--- src/rtl/lru_pr_pkg.sv ---
`timescale 1ns / 1ps
// lru_pr_pkg: shared types and fixed widths for the lru page replacement block
// no dependencies

package lru_pr_pkg;

    localparam int PAGE_W      = 16;
    localparam int FRAME_IDX_W = 4;
    localparam int CFG_W       = 5;
    localparam int COUNT_W     = 16;

    localparam logic [COUNT_W-1:0] FAULT_MAX = {COUNT_W{1'b1}};

    // outcome of one page reference, from the frame table to the top level
    typedef struct packed {
        logic                   fault;
        logic [FRAME_IDX_W-1:0] frame_index;
        logic                   evicted_valid;
        logic [PAGE_W-1:0]      evicted_page;
    } t_ref_result;

endpackage

--- src/rtl/lru_pr_frames.sv ---
`timescale 1ns / 1ps
// lru_pr_frames: frame table with valid bits, recency ranks, lookup and victim choice
// depends on lru_pr_pkg

module lru_pr_frames
    import lru_pr_pkg::*;
#(
    parameter int NFRAMES   = 16,
    parameter int PAGE_BITS = 16
) (
    input  logic              i_clk,
    input  logic              i_rst_n,
    input  logic              i_cfg_we,
    input  logic [CFG_W-1:0]  i_cfg_data,
    input  logic              i_fire,
    input  logic [PAGE_W-1:0] i_page,
    output t_ref_result       o_result
);

    localparam int PW = (PAGE_BITS < PAGE_W) ? PAGE_BITS : PAGE_W;
    localparam int IW = (NFRAMES > 1) ? $clog2(NFRAMES) : 1;
    localparam int RW = IW;
    localparam int CW = $clog2(NFRAMES + 1);
    localparam logic [CW-1:0] NF_C     = CW'(NFRAMES);
    localparam logic [CW-1:0] RESET_FC = CW'((NFRAMES < 16) ? NFRAMES : 16);

    logic [PW-1:0]      r_page [NFRAMES];
    logic [NFRAMES-1:0] r_valid, n_valid;
    logic [RW-1:0]      r_rank [NFRAMES];
    logic [RW-1:0]      n_rank [NFRAMES];
    logic [CW-1:0]      r_fc, n_fc;

    logic [PW-1:0]      page;
    logic [NFRAMES-1:0] active, match, empty, victim;
    logic               hit, any_empty;
    logic [IW-1:0]      hit_idx, empty_idx, victim_idx, f;
    logic [RW-1:0]      rank_f, oldest;

    assign page   = i_page[PW-1:0];
    assign oldest = RW'(r_fc - CW'(1));

    always_comb begin
        for (int i = 0; i < NFRAMES; i++) begin
            active[i] = r_fc > CW'(i);
            match[i]  = active[i] && r_valid[i] && (r_page[i] == page);
            empty[i]  = active[i] && !r_valid[i];
            // ranks of active frames form a permutation once all are filled
            victim[i] = active[i] && (r_rank[i] == oldest);
        end
    end

    always_comb begin
        hit_idx    = '0;
        empty_idx  = '0;
        victim_idx = '0;
        for (int i = NFRAMES - 1; i >= 0; i--) begin
            if (match[i]) begin
                hit_idx = IW'(i);
            end
            if (empty[i]) begin
                empty_idx = IW'(i);
            end
            if (victim[i]) begin
                victim_idx = IW'(i);
            end
        end
    end

    assign hit       = |match;
    assign any_empty = |empty;
    assign f         = hit ? hit_idx : (any_empty ? empty_idx : victim_idx);
    assign rank_f    = r_rank[f];

    always_comb begin
        o_result.fault         = !hit;
        o_result.frame_index   = FRAME_IDX_W'(f);
        o_result.evicted_valid = !hit && !any_empty;
        o_result.evicted_page  = (!hit && !any_empty) ? PAGE_W'(r_page[f]) : '0;
    end

    always_comb begin
        n_fc    = r_fc;
        n_valid = r_valid;
        n_rank  = r_rank;
        if (i_cfg_we) begin
            if (i_cfg_data == '0) begin
                n_fc = CW'(1);
            end else if (int'(i_cfg_data) > NFRAMES) begin
                n_fc = NF_C;
            end else begin
                n_fc = CW'(i_cfg_data);
            end
            n_valid = '0;
            for (int i = 0; i < NFRAMES; i++) begin
                n_rank[i] = '0;
            end
        end else if (i_fire) begin
            for (int i = 0; i < NFRAMES; i++) begin
                if ((IW'(i) != f) && r_valid[i] && active[i]
                    && (!hit || (r_rank[i] < rank_f))) begin
                    n_rank[i] = r_rank[i] + RW'(1);
                end
            end
            n_rank[f]  = '0;
            n_valid[f] = 1'b1;
        end
    end

    always_ff @(posedge i_clk) begin
        if (!i_rst_n) begin
            r_fc    <= RESET_FC;
            r_valid <= '0;
            for (int i = 0; i < NFRAMES; i++) begin
                r_rank[i] <= '0;
            end
        end else begin
            r_fc    <= n_fc;
            r_valid <= n_valid;
            r_rank  <= n_rank;
        end
    end

    always_ff @(posedge i_clk) begin
        if (!i_cfg_we && i_fire && !hit) begin
            r_page[f] <= page;
        end
    end

endmodule

--- src/rtl/lru_page_replacement_top.sv ---
`timescale 1ns / 1ps
// lru_page_replacement_top: input register, frame table, fault counter, result register
// depends on lru_pr_pkg and lru_pr_frames
//
//   channel  | valid       | stall        | data
//   ---------+-------------+--------------+------------------------------------------
//   in       | i_in_valid  | o_in_stall   | i_page_number
//   out      | o_out_valid | i_out_stall  | o_fault, o_frame_index, o_evicted_valid,
//            |             |              | o_evicted_page, o_fault_count
//   cfg      | i_cfg_we    | -            | i_cfg_data
//
// one word per cycle unless the result stalls; words pass input, then result register
// lookup, victim choice and rank update are combinational from the input register
// synchronous active-low reset empties all frames and clears the fault count
// a stalled result holds; the input register takes at most one more word, then stalls

module lru_page_replacement_top
    import lru_pr_pkg::*;
#(
    parameter int NFRAMES   = 16,
    parameter int PAGE_BITS = 16
) (
    input  logic                   i_clk,
    input  logic                   i_rst_n,
    input  logic                   i_cfg_we,
    input  logic [CFG_W-1:0]       i_cfg_data,
    input  logic                   i_in_valid,
    output logic                   o_in_stall,
    input  logic [PAGE_W-1:0]      i_page_number,
    output logic                   o_out_valid,
    input  logic                   i_out_stall,
    output logic                   o_fault,
    output logic [FRAME_IDX_W-1:0] o_frame_index,
    output logic                   o_evicted_valid,
    output logic [PAGE_W-1:0]      o_evicted_page,
    output logic [COUNT_W-1:0]     o_fault_count
);

    logic               r_in_valid;
    logic [PAGE_W-1:0]  r_page;
    logic               r_out_valid;
    t_ref_result        r_result;
    logic [COUNT_W-1:0] r_fault_total, n_fault_total;

    logic        advance, accept_in;
    t_ref_result result;

    assign advance    = r_in_valid && (!r_out_valid || !i_out_stall);
    assign o_in_stall = r_in_valid && !advance;
    assign accept_in  = i_in_valid && !o_in_stall;

    lru_pr_frames #(
        .NFRAMES   (NFRAMES),
        .PAGE_BITS (PAGE_BITS)
    ) u_frames (
        .i_clk      (i_clk),
        .i_rst_n    (i_rst_n),
        .i_cfg_we   (i_cfg_we),
        .i_cfg_data (i_cfg_data),
        .i_fire     (advance),
        .i_page     (r_page),
        .o_result   (result)
    );

    always_comb begin
        n_fault_total = r_fault_total;
        if (advance && result.fault && (r_fault_total != FAULT_MAX)) begin
            n_fault_total = r_fault_total + COUNT_W'(1);
        end
    end

    always_ff @(posedge i_clk) begin
        if (!i_rst_n) begin
            r_in_valid    <= 1'b0;
            r_out_valid   <= 1'b0;
            r_fault_total <= '0;
        end else begin
            r_fault_total <= n_fault_total;
            if (accept_in) begin
                r_in_valid <= 1'b1;
            end else if (advance) begin
                r_in_valid <= 1'b0;
            end
            if (advance) begin
                r_out_valid <= 1'b1;
            end else if (!i_out_stall) begin
                r_out_valid <= 1'b0;
            end
        end
    end

    always_ff @(posedge i_clk) begin
        if (accept_in) begin
            r_page <= i_page_number;
        end
        if (advance) begin
            r_result <= result;
        end
    end

    assign o_out_valid     = r_out_valid;
    assign o_fault         = r_result.fault;
    assign o_frame_index   = r_result.frame_index;
    assign o_evicted_valid = r_result.evicted_valid;
    assign o_evicted_page  = r_result.evicted_page;
    assign o_fault_count   = r_fault_total;

endmodule

--- config.mk ---
export PLATFORM = sky130hd
export DESIGN_NAME = lru_page_replacement_top
export DESIGN_NICKNAME = d
export VERILOG_FILES = /design/src/rtl/lru_pr_pkg.sv /design/src/rtl/lru_pr_frames.sv /design/src/rtl/lru_page_replacement_top.sv
export SDC_FILE = /design/constraint.sdc
export NUM_CORES = 1
export LEC_CHECK = 0
export ABC_AREA = 1
export BUFFER_PORTS_ARGS = -buffer_cell sky130_fd_sc_hd__buf_2
export CAP_MARGIN = 10
export CORE_AREA = 2 2 212 214
export DETAILED_ROUTE_END_ITERATION = 10
export DIE_AREA = 0 0 214 216
export GPL_ROUTABILITY_DRIVEN = 0
export PLACE_DENSITY_LB_ADDON = 0.15
export SLEW_MARGIN = 20
export SYNTH_ARGS = -nofsm -noshare
export SYNTH_HDL_FRONTEND = slang
export SYNTH_SLANG_ARGS = --single-unit
--- constraint.sdc ---
create_clock -name i_clk -period 5.12 [get_ports i_clk]
set_input_delay 1.024 -clock i_clk [delete_from_list [all_inputs] [get_ports i_clk]]
set_output_delay 1.024 -clock i_clk [all_outputs]
set_load 0.05 [all_outputs]
Word level (Yosys, flattened, before mapping)
Memory sizes are Yosys's and may differ from the RTL's. A register that Yosys moved wholly into a read port is not among the register bits.
Index checks and enable logic that the tools add are counted.
{"block": "word_totals", "ff_bits": 125, "mem_bits_rw": 256, "input_bits": 26, "elab_cells": 417, "mem_count": 1}
{"block": "op_classes", "addsub": 18, "magnitude_cmp": 37, "n_eq_ne": 49, "mux": 113, "bitwise": 5, "reduce_logical": 169}
{"name": "u_frames.r_page", "words": 16, "width": 16, "rd": 17, "rd_clocked_by_memory_dff": 1, "wr": 1, "line": "lru_pr_frames.sv:27", "text": "logic [PW-1:0] r_page [NFRAMES];"}
{"op": "$mux 4", "count": 101}
{"op": "$eq 16x16->1", "count": 16}
{"op": "$logic_and 1x1->1", "count": 122}
{"op": "$add 4x1->4 const B", "count": 16}
{"op": "$and 64x64->64", "count": 1}
{"op": "$eq 4x4->1", "count": 16}
{"op": "$lt 4x4->1", "count": 16}
{"op": "$not 64->64", "count": 1}
{"op": "$gt 5x4->1 const B", "count": 8}
{"op": "$ne 4x4->1 const A", "count": 8}
{"op": "$reduce_or 16->1", "count": 2}
{"op": "$logic_not 1->1", "count": 24}
{"op": "$gt 5x3->1 const B", "count": 4}
{"op": "$logic_or 1x1->1", "count": 17}
{"op": "$add 16x1->16 const B", "count": 1}
{"op": "$bmux 4 s4", "count": 1}
{"op": "$demux 4 s4", "count": 1}
{"op": "$ne 16x16->1 const B", "count": 1}
{"op": "$ne 3x4->1 const A", "count": 4}
{"op": "$or 16x16->16", "count": 1}
{"op": "$gt 5x1->1 const B", "count": 2}
{"op": "$gt 5x2->1 const B", "count": 2}
{"op": "$mux 5", "count": 2}
{"op": "$ne 2x4->1 const A", "count": 2}
{"op": "other kinds (16)", "count": 22}

Logic depth before layout (Yosys ltp)
Gate-level depths: netlist of run 1.
{"block": "logic_depth", "depth_word": 32, "ltp_mapped": 46}

Modules after synthesis
From an unflattened synthesis of run 1, not the netlist that was laid out.
{"block": "hier_totals", "hier_cells": 2761, "hier_area_um2": 23374.9}
{"mod": "lru_pr_frames", "n_inst": 1, "cells_per_inst": 2562, "area_each_um2": 21201.6}
{"mod": "lru_page_replacement_top", "n_inst": 1, "cells_per_inst": 199, "area_each_um2": 2173.3}

Worst setup path before layout of run 1
No wires, ideal clock.
{"block": "synth_timing", "kind": "flip-flop to flip-flop", "start": "register u_frames.r_fc[0]", "end": "register u_frames.r_rank[11] in the netlist's numbering", "setup_ns": 0.113, "arrival_time_ns": 4.915, "t_required_ns": 5.007, "setup_slack_ns": 0.092, "stages_incl_launch_ff": 37, "synth_period_minus_slack_ns": 5.028, "cell_sequence": "dfxtp_1 > inv_2 > ha_1 > buf_2 > buf_2 > nand2_1 > nand4_1 > nor4_1 > inv_1 > nand2_1 > nand2_1 > nand2_1 > nand2_1 > nand2_1 > nand2_1 > nand2_1 > nand2_1 > nand2_1 > nand2_2 > nand2_4 > nand2_4 > buf_6 > inv_2 > nor2_1 > inv_2 > buf_2 > buf_1 > o22ai_1 > o21ai_0 > nand4_1 > ha_1 > a21oi_1 > nand2_1 > a21oi_1 > nand4_1 > nand2_1 > nor2_1"}
{"element": "from (decl)", "line": "lru_pr_frames.sv:31", "text": "logic [CW-1:0] r_fc, n_fc;"}
{"element": "from (signal assigned)", "line": "lru_pr_frames.sv:117", "text": "r_fc <= n_fc;"}
{"element": "to (signal assigned)", "line": "lru_pr_frames.sv:119", "text": "r_rank <= n_rank;"}
{"element": "to (decl)", "line": "lru_pr_frames.sv:29", "text": "logic [RW-1:0] r_rank [NFRAMES];"}

==> impl_metrics.tcl, run 1 <==
set metrics [dict create \
    path_clk_slew_ns 0.06 \
    grt.total_usage_pct 32.9 \
    finClkSkew_ns 0.0126 \
    cts_inserted_buffers 44 \
    max_cap_violations 0 \
    fin_crit_ns 5.05 \
    setup.worst_path.class "reg -> reg" \
    wire_per_inst_um 22.0 \
    fin_util_pct 63.6 \
    p_leak_nw 11.2 \
    area_growth_pct 16.8 \
    antenna_left 0 \
    boundaryPins 66 \
    worst_pin_slew_ns 0.831 \
    synth_cells 2856 \
    start_util_pct 54.5 \
    ff_latch_area_um2 10900 \
    rsz0062_at_grt "true" \
    cts.sinks 397 \
    final_hold_viol_count 0 \
    cpMaxStageDelayCell "edfxtp_1" \
    grt_overflow 0 \
    synthFlopType "edfxtp_1" \
    insertion_delay_ns 0.59 \
    final_nets 3114 \
    drc 0 \
    path_max_fanout 7 \
    status "finished clean" \
    slew_viol_final 0 \
    worst_ir_drop_vdd_mv 0.311 \
    yosysSeqAreaShare_pct 45.6 \
    fp.dieH_um 216 \
    design_area_um2 27900 \
    synth-edff-count 294 \
    antenna_found_initial 0 \
    setup_viol 0 \
    grt_max_degree 66 \
    io_buffer_count 65 \
    cts-htree-levels 2 \
    ctsHoldBuffers 0 \
    cts_root_buffer "clkbuf_16" \
    setup_slack_ns 0.0745 \
    multiInputGateArea_um2 11400 \
    dp_slack_ns -0.260 \
    crit_path_end_kind "flop" \
    min_path_type "reg -> reg" \
    crit_arrival_ns 5.50 \
    r2r_start "r_page[4]" \
    cp-startpoint "r_page[4]" \
    tns_ns 0 \
    dieArea_um2 46200 \
    slew-limit-headroom_pct 44.6 \
    timing.final.crit_share_pct 98.5 \
    firstDrtPassIters 7 \
    cpMostUsedCell "nand2_1" \
    num_vias 21900 \
    worstHoldStart "u_frames.r_valid[13]" \
    power.density_nw_per_um2 281 \
    yosysWarnings 0 \
    placementRows 77 \
    dpl.hpwl_um 55500 \
    die_w_um 214 \
    synth-async-reset-ratio_pct 0 \
    drt-vias-per-instance 6.01 \
    clock.fmax_mhz 198 \
    placed_area_um2 25400 \
    drt_wl_total_um 80300 \
    tritoncts "yes" \
    drive_above_1_share_pct 14.8 \
    grt_pass1_wl_um 117000 \
    cpPeakStageDelay_ns 0.55 \
    syn-num-nets 2950 \
    fillers 3645 \
    netlist_area_um2 23900 \
    synth_seq_cells 397 \
    drt_iter0_drc 2983 \
    critPathRequiredTime_ns 5.58 \
    grt_pass1_vias 20000 \
    cts_max_path_buffers 3 \
    synth.distinct_cells 59 \
    fp.coreArea_um2 43800 \
    start_kind "flop" \
    syn_area_per_cell_um2 8.36 \
    finalPower_w 0.00785 \
    n_antenna_cell 0 \
]
## per-stage QoR
| step | cells | hold WS, ns |
|---|---|---|
| global placement | 3511 | 0.461 |
| CTS | 3596 | 0.480 |
| global route | 3647 | 0.505 |
| finish | 3647 | 0.483 |
| detailed placement | 3511 | 0.471 |
| floorplan | 2856 | 0.450 |
## repair_timing
item	in CTS	in global routing
pin swaps	3	25
cloned	1	11
gates resized for setup	16	124
buffers inserted	3	40
setup endpoints to repair	64	213
## sequential cells by signal (all words and copies together) (netlist names)
register,flops
o_fault,1
o_out_valid,1
o_frame_index,4
u_frames.r_page,256
o_evicted_page,16
o_fault_count,16
u_frames.r_valid,16
r_page,16
u_frames.r_fc,5
r_in_valid,1
u_frames.r_rank,64
o_evicted_valid,1
## worst max-delay path: cells and delay by family, from the launching register on
family	cells	cell delay, ns
adder cells (fa/ha/maj)	1	0.24
AND/OR/NAND/NOR	13	1.81
AO/OA/AOI/OAI	7	1.28
buffers and inverters	7	1.03
flip-flops	1	0.55
## final timing paths
kind	slack (ns)	depth (start not counted)	endpoint
max	0.07	28	u_frames.r_rank[60]
min reg2reg	0.48	2	u_frames.r_valid[13]
min	0.48	2	u_frames.r_valid[13]
max reg2reg	0.07	28	u_frames.r_rank[60]
## layer usage
layer / share of wire (%) / vias up / global-route usage, %
met1: 39 / 10300 / 45.2
met3: 10 / 276 / 5.17
met2: 45 / 1363 / 50.5
met5: 0 / - / 0
met4: 6.0 / 0 / 16.6
li1: - / 10000 / -
## synthesized netlist by cell type (all sizes together), types with 2 or more instances
master	instances	area [um^2]
o221ai	12	105
a31oi	14	87.6
o41a	2	22.5
o22ai	30	188
ha	68	851
and2	3	21.3
nand3b	11	82.6
or3	3	18.8
nand4	88	551
a221oi	7	61.3
o21ai	94	470
a211oi	3	22.5
a21boi	6	45.1
xor2	112	981
nor3b	7	52.6
nor4	44	275
nand2	703	2720
a21oi	143	731
xnor2	100	876
edfxtp	294	8830
and3	4	25.0
o21bai	18	135
nand3	81	410
dfxtp	103	2060
or2	25	156
buf	55	375
clkbuf	43	161
o41ai	4	35.0
nor3	58	295
clkinv	4	15.0
a2111oi	4	35.0
inv	358	1340
nor2	235	935
a22oi	112	841
## kinds of logic (layout without fill, tap and decap cells)
family,after synthesis,in the layout,share of synthesized area [%]
AND/OR/NAND/NOR,1263,1263,23.3
buffers and inverters,460,659,7.94
AO/OA/AOI/OAI,456,456,11.9
flip-flops,397,397,45.6
XOR/XNOR,212,212,7.77
adder cells (fa/ha/maj),68,68,3.56
## report_power, final
| part | switching (W) | internal (W) | leakage [nW] | total [W] |
|---|---|---|---|---|
| sequential | 0.0000217 | 0.00348 | 3.49 | 0.00350 |
| combinational | 0.000696 | 0.000358 | 7.03 | 0.00105 |
| clock | 0.00137 | 0.00193 | 0.719 | 0.00329 |
## cell type report
| type | count | share of cell area, % |
|---|---|---|
| clock buffers | 55 | 4.17 |
| clock inverters | 26 | 1.09 |
| inverters | 362 | 5.00 |
| multi-input cells | 1999 | 40.9 |
| flip-flops and latches | 397 | 39.1 |
| well taps | 592 | 2.66 |
| repair buffers | 215 | 7.07 |
| repair inverters | 1 | 0.0269 |
## cell usage in the layout, fill, tap and decap left out, types with 67 or more instances in the layout
cell / count
xor2_1: 112
xnor2_1: 100
edfxtp_1: 294
a21oi_1: 135
nand3_1: 78
buf_4: 110
inv_1: 311
nand4_1: 88
dfxtp_1: 100
a22oi_1: 112
nand2_1: 668
ha_1: 67
nor2_1: 205
No activity file was read; power rests on OpenSTA's default activity.
==> run 2: changes to the inputs <==
--- a/config.mk
+++ b/config.mk
@@ -8,11 +8,14 @@
 export ABC_AREA = 1
 export BUFFER_PORTS_ARGS = -buffer_cell sky130_fd_sc_hd__buf_2
 export CAP_MARGIN = 10
-export CORE_AREA = 2 2 212 214
+export CELL_PAD_IN_SITES_DETAIL_PLACEMENT = 0
+export CELL_PAD_IN_SITES_GLOBAL_PLACEMENT = 1
+export CORE_AREA = 2 2 236 238
 export DETAILED_ROUTE_END_ITERATION = 10
-export DIE_AREA = 0 0 214 216
+export DIE_AREA = 0 0 238 240
 export GPL_ROUTABILITY_DRIVEN = 0
 export PLACE_DENSITY_LB_ADDON = 0.15
+export SKIP_LAST_GASP = 1
 export SLEW_MARGIN = 20
 export SYNTH_ARGS = -nofsm -noshare
 export SYNTH_HDL_FRONTEND = slang
==> run 2 against run 1 <==
  * Clock power is 1% higher
  * Via count decreased by 3.9%
  * Clock skew grew 0.0061 ns
  * Sequential cell count unchanged
  * Critical endpoint is now u_frames.r_rank[51]
  * Cell area fell by 0.98%
  * Clock-buffer cell count rose by 13
  * Worst hold slack got worse by 0.0054 ns
  * Highest routed layer unchanged
  * Largest cell class unchanged
  * Power is 0.26% lower
  * Sequential share of layout area grew 0.39 points
==> impl_metrics.tcl, run 2 (synthesis gave the netlist of run 1 again) <==
set metrics [dict create \
    status "finished clean" \
    hold_ws_ns 0.477 \
    die_w_um 238 \
    setup_slack_ns 0.148 \
    grt_pass1_wl_um 121000 \
    firstDrtPassIters 9 \
    dieArea_um2 57100 \
    cts-htree-levels 2 \
    dpl.cell_count 3647 \
    reg.largest.list "u_frames.r_page x256, u_frames.r_rank x64" \
    setup.worst_path.class "reg -> reg" \
    power.density_nw_per_um2 283 \
    slew_viol_final 0 \
    crit_path_end_kind "flop" \
    largest-register "u_frames.r_page" \
    drt-vias-per-instance 5.62 \
    boundaryPins 66 \
    min_path_type "reg -> reg" \
    dpl.hpwl_um 60300 \
    fp.coreArea_um2 54700 \
    final_cell_mix "nand2_1 (673), inv_1 (310), edfxtp_1 (294)" \
    cpPeakStageDelay_ns 0.48 \
    fp.dieH_um 240 \
    timing.final.crit_share_pct 97.1 \
    cpMaxStageDelayCell "edfxtp_1" \
    cts_root_buffer "clkbuf_16" \
    n_antenna_cell 0 \
    path_max_fanout 17 \
    final_cells 3750 \
    antenna_found_initial 0 \
    grt_overflow 0 \
    finClkSkew_ns 0.0187 \
    antenna_left 0 \
    grt_pass1_vias 19300 \
    max_cap_violations 0 \
    insertion_delay_ns 0.60 \
    fin_crit_ns 4.97 \
    wire_per_inst_um 22.0 \
    final_hold_viol_count 0 \
    fillers 5215 \
    tritoncts "yes" \
    clock.fmax_mhz 201 \
    cts_inserted_buffers 47 \
    worst_pin_slew_ns 0.949 \
    start_kind "flop" \
    tns_ns 0 \
    critPathRequiredTime_ns 5.61 \
    grt_max_degree 73 \
    fin_util_pct 50.5 \
    area_growth_pct 15.6 \
    start_util_pct 43.7 \
    path_clk_slew_ns 0.06 \
    ff_latch_area_um2 10900 \
    io_buffer_count 65 \
    placementRows 86 \
    multiInputGateArea_um2 11300 \
    drc 0 \
    num_vias 21100 \
    drive_above_1_share_pct 13.8 \
    worst_ir_drop_vdd_mv 0.235 \
    drt_wl_total_um 82300 \
    cts_max_path_buffers 3 \
    grt.total_usage_pct 28.3 \
    dp_slack_ns -0.110 \
    cts.sinks 397 \
    final_nets 3101 \
    p_leak_nw 11.0 \
    slew-limit-headroom_pct 36.5 \
    setup_viol 0 \
    crit_arrival_ns 5.46 \
    final_common_cell "nand2_1" \
    cpMostUsedCell "nand2_1" \
    drt_iter0_drc 2099 \
    largest_reg_flops 256 \
]
run 2: cell count changes in the layout (fill, tap and decap cells not counted), moves of 5 or more:
cell       before  now
o22ai_1        22   28
nor2_1        205  211
nand2_1       668  673
o22ai_2         7    2
o21ai_1        48   42
nand2_2        30   25
o21ai_0        42   50
clkbuf_16      56   50
clkbuf_8        0    7
bufinv_16       6    1
nor2_2         19   13
run 2: layout make-up:
| cell class | count | area share, % |
|---|---|---|
| repair buffers | 199 | 5.91 |
| clock inverters | 20 | 0.621 |
| repair inverters | 1 | 0.0272 |
| multi-input cells | 1999 | 40.9 |
| well taps | 704 | 3.19 |
| clock buffers | 68 | 4.88 |
| inverters | 362 | 5.00 |
| flip-flops and latches | 397 | 39.5 |
run 2: power by group:
| group | total (W) | internal [W] | switching, W |
|---|---|---|---|
| registers | 0.00350 | 0.00348 | 0.0000210 |
| clock network | 0.00333 | 0.00189 | 0.00144 |
| logic | 0.000999 | 0.000327 | 0.000672 |
| total | 0.00783 | 0.00570 | 0.00213 |
run 2: final timing paths:
path,startpoint,endpoint,slack [ns],depth (start not counted)
setup / recovery,r_page[7],u_frames.r_rank[51],0.15,27
hold / removal,u_frames.r_valid[8],u_frames.r_valid[8],0.48,2
setup reg to reg,r_page[7],u_frames.r_rank[51],0.15,27
hold reg to reg,u_frames.r_valid[8],u_frames.r_valid[8],0.48,2
run 2: critical path, delay by kind of cell (launching register included):
kind | cells | cell delay (ns)
and+or+nand+nor | 13 | 1.72
adders and majority gates | 1 | 0.30
xor gates and xnor gates | 1 | 0.21
DFF | 1 | 0.48
buffers and inverters | 7 | 0.95
AOI/OAI and AO/OA | 5 | 1.16
run 2: stage by stage:
step	total power, W	instance area (um^2)
final	0.00783	27600
after global routing	0.00809	27600
after CTS	0.00785	27300
after detailed placement	0.00452	25700
after global placement	0.00452	25700
after floorplan	0.00418	23900
run 2: what timing repair did:
| action | CTS | global route |
|---|---|---|
| resized for setup | 5 | 76 |
| endpoints found under the setup margin | 55 | 65 |
| buffers inserted | 2 | 10 |
| hold buffers | 0 | 0 |
| pin swaps | 1 | 11 |
| cloned | 1 | 2 |
run 2: layer usage:
layer  GRT usage, %  wire length (um)  up-vias
met5              0                 0        -
met4           9.19              2610        0
met3           3.41              5540      133
met2           45.3             37500      858
met1           39.9             36600    10100
li1               -                 -     9987
==> run 3: changes to the inputs <==
--- a/config.mk
+++ b/config.mk
@@ -11,6 +11,7 @@
 export CELL_PAD_IN_SITES_DETAIL_PLACEMENT = 0
 export CELL_PAD_IN_SITES_GLOBAL_PLACEMENT = 1
 export CORE_AREA = 2 2 236 238
+export CTS_BUF_LIST = sky130_fd_sc_hd__clkbuf_8 sky130_fd_sc_hd__clkbuf_16
 export DETAILED_ROUTE_END_ITERATION = 10
 export DIE_AREA = 0 0 238 240
 export GPL_ROUTABILITY_DRIVEN = 0
==> constraint.sdc (replaced) <==
create_clock -name i_clk -period 5.12 [get_ports i_clk]
set_input_delay 1.024 -clock i_clk [delete_from_list [all_inputs] [get_ports i_clk]]
set_output_delay 1.024 -clock i_clk [all_outputs]
set_load 0.1 [all_outputs]
==> run 3 against run 2 <==
  * First-iteration DRC count increased by 0.81%
  * Sequential cell count unchanged
  * Sequential power about the same
  * Via count decreased by 0.19%
  * Routed wire length about the same
  * Setup slack improved by 0.0020 ns
  * Largest cell class unchanged
  * Clock-buffer cell count decreased by 13
  * Cell area unchanged
==> impl_metrics.tcl, run 3 (synthesis gave the netlist of run 1 again) <==
set metrics [dict create \
    worst_pin_slew_ns 0.925 \
    grt_overflow 0 \
    setup.worst_path.class "reg -> reg" \
    p_leak_nw 11.1 \
    final_nets 3101 \
    cts_max_path_buffers 3 \
    tritoncts "yes" \
    firstDrtPassIters 5 \
    grt_pass1_wl_um 121000 \
    cp_top_family "simple AND/OR/NAND/NOR gates" \
    wire_per_inst_um 22.0 \
    cts-htree-levels 2 \
    crit_arrival_ns 5.46 \
    antenna_left 0 \
    drive_above_1_share_pct 13.8 \
    drc 0 \
    drt-vias-per-instance 5.61 \
    status "finished clean" \
    final_cell_mix "nand2_1 (673), inv_1 (323), edfxtp_1 (294)" \
    cts_root_buffer "clkbuf_16" \
    clock.fmax_mhz 201 \
    min_path_type "reg -> reg" \
    path_max_fanout 17 \
    cts.sinks 397 \
    area_growth_pct 15.6 \
    fp.dieH_um 240 \
    cts_inserted_buffers 47 \
    largest_reg_flops 256 \
    n_antenna_cell 0 \
    cpMostUsedCell "nand2_1" \
    insertion_delay_ns 0.60 \
    slew-limit-headroom_pct 38.3 \
    final_hold_viol_count 0 \
    dieArea_um2 57100 \
    largest-register "u_frames.r_page" \
    fp.coreArea_um2 54700 \
    io_buffer_count 65 \
    grt_max_degree 73 \
    cpMaxStageDelayCell "edfxtp_1" \
    critPathBufInv 6 \
    setup_slack_ns 0.150 \
    start_util_pct 43.7 \
    finClkSkew_ns 0.0192 \
    final_common_cell "nand2_1" \
    fillers 5215 \
    finalPower_w 0.00784 \
    drt_iter0_drc 2116 \
    timing.final.crit_share_pct 97.1 \
    design_area_um2 27600 \
    dp_slack_ns -0.110 \
    boundaryPins 66 \
    worst_ir_drop_vdd_mv 0.235 \
    max_cap_violations 0 \
    drt_wl_total_um 82400 \
    reg.largest.list "u_frames.r_page x256, u_frames.r_rank x64" \
    start_kind "flop" \
    num_vias 21000 \
    placementRows 86 \
    crit_path_end_kind "flop" \
    multiInputGateArea_um2 11300 \
    die_w_um 238 \
    fin_crit_ns 4.97 \
    ctsHoldBuffers 0 \
    cpPeakStageDelay_ns 0.47 \
    grt.total_usage_pct 28.3 \
    critPathRequiredTime_ns 5.61 \
    fin_util_pct 50.5 \
    ff_latch_area_um2 10900 \
    slew_viol_final 0 \
    antenna_found_initial 0 \
    setup_viol 0 \
    power.density_nw_per_um2 284 \
    placed_area_um2 25700 \
    path_clk_slew_ns 0.06 \
    grt_pass1_vias 19300 \
    dpl.hpwl_um 60300 \
]
-- run 3: cell types whose count changed in the layout (fill, tap and decap cells not counted), sizes merged --
cell and delta:
clkbuf -13, inv +13
-- run 3: per-stage QoR --
step | std cells | setup TNS (ns) | hold WS, ns
6_report | 3750 | 0 | 0.477
5_1_grt | 3750 | -0.0532 | 0.495
4_1_cts | 3738 | 0 | 0.476
3_3_place_gp | 3647 | -0.0153 | 0.460
2_1_floorplan | 2856 | 0 | 0.450
3_5_place_dp | 3647 | -1.59 | 0.466
-- run 3: layout make-up --
type                    count  share of cell area, %
clock buffers              55                   4.70
inverters                 362                   5.00
flip-flops and latches    397                   39.5
repair inverters            1                 0.0272
multi-input cells        1999                   40.9
repair buffers            199                   5.91
well taps                 704                   3.19
clock inverters            33                  0.797
-- run 3: path summary, 6_finish.rpt --
| path | depth (start not counted) | end | start | slack [ns] |
|---|---|---|---|---|
| worst max-delay path | 27 | u_frames.r_rank[51] | r_page[7] | 0.15 |
| worst min-delay path | 2 | u_frames.r_valid[8] | u_frames.r_valid[8] | 0.48 |
| worst max register to register | 27 | u_frames.r_rank[51] | r_page[7] | 0.15 |
| worst min register to register | 2 | u_frames.r_valid[8] | u_frames.r_valid[8] | 0.48 |
-- run 3: power by group --
| part | internal (W) | switching (W) |
|---|---|---|
| registers | 0.00348 | 0.0000209 |
| clock network | 0.00186 | 0.00144 |
| logic | 0.000327 | 0.000707 |
-- run 3: repair_timing --
action / in CTS / in global routing
cloned: 1 / 2
pin swaps: 1 / 11
gates resized for setup: 5 / 77
setup buffers: 2 / 10
setup endpoints to repair: 55 / 65
-- run 3: layer usage --
| layer | part of all wire [%] | track usage, % |
|---|---|---|
| met5 | 0 | 0 |
| met4 | 3.1 | 9.19 |
| met3 | 6.7 | 3.41 |
| met2 | 46 | 45.3 |
| met1 | 44 | 39.9 |
-- run 3: tightest hold or removal path: cells and delay by family (launching register included) --
family	cells	cell delay (ns)
buffers and inverters	1	0.06
flip-flops	1	0.31
AO/OA/AOI/OAI	1	0.06
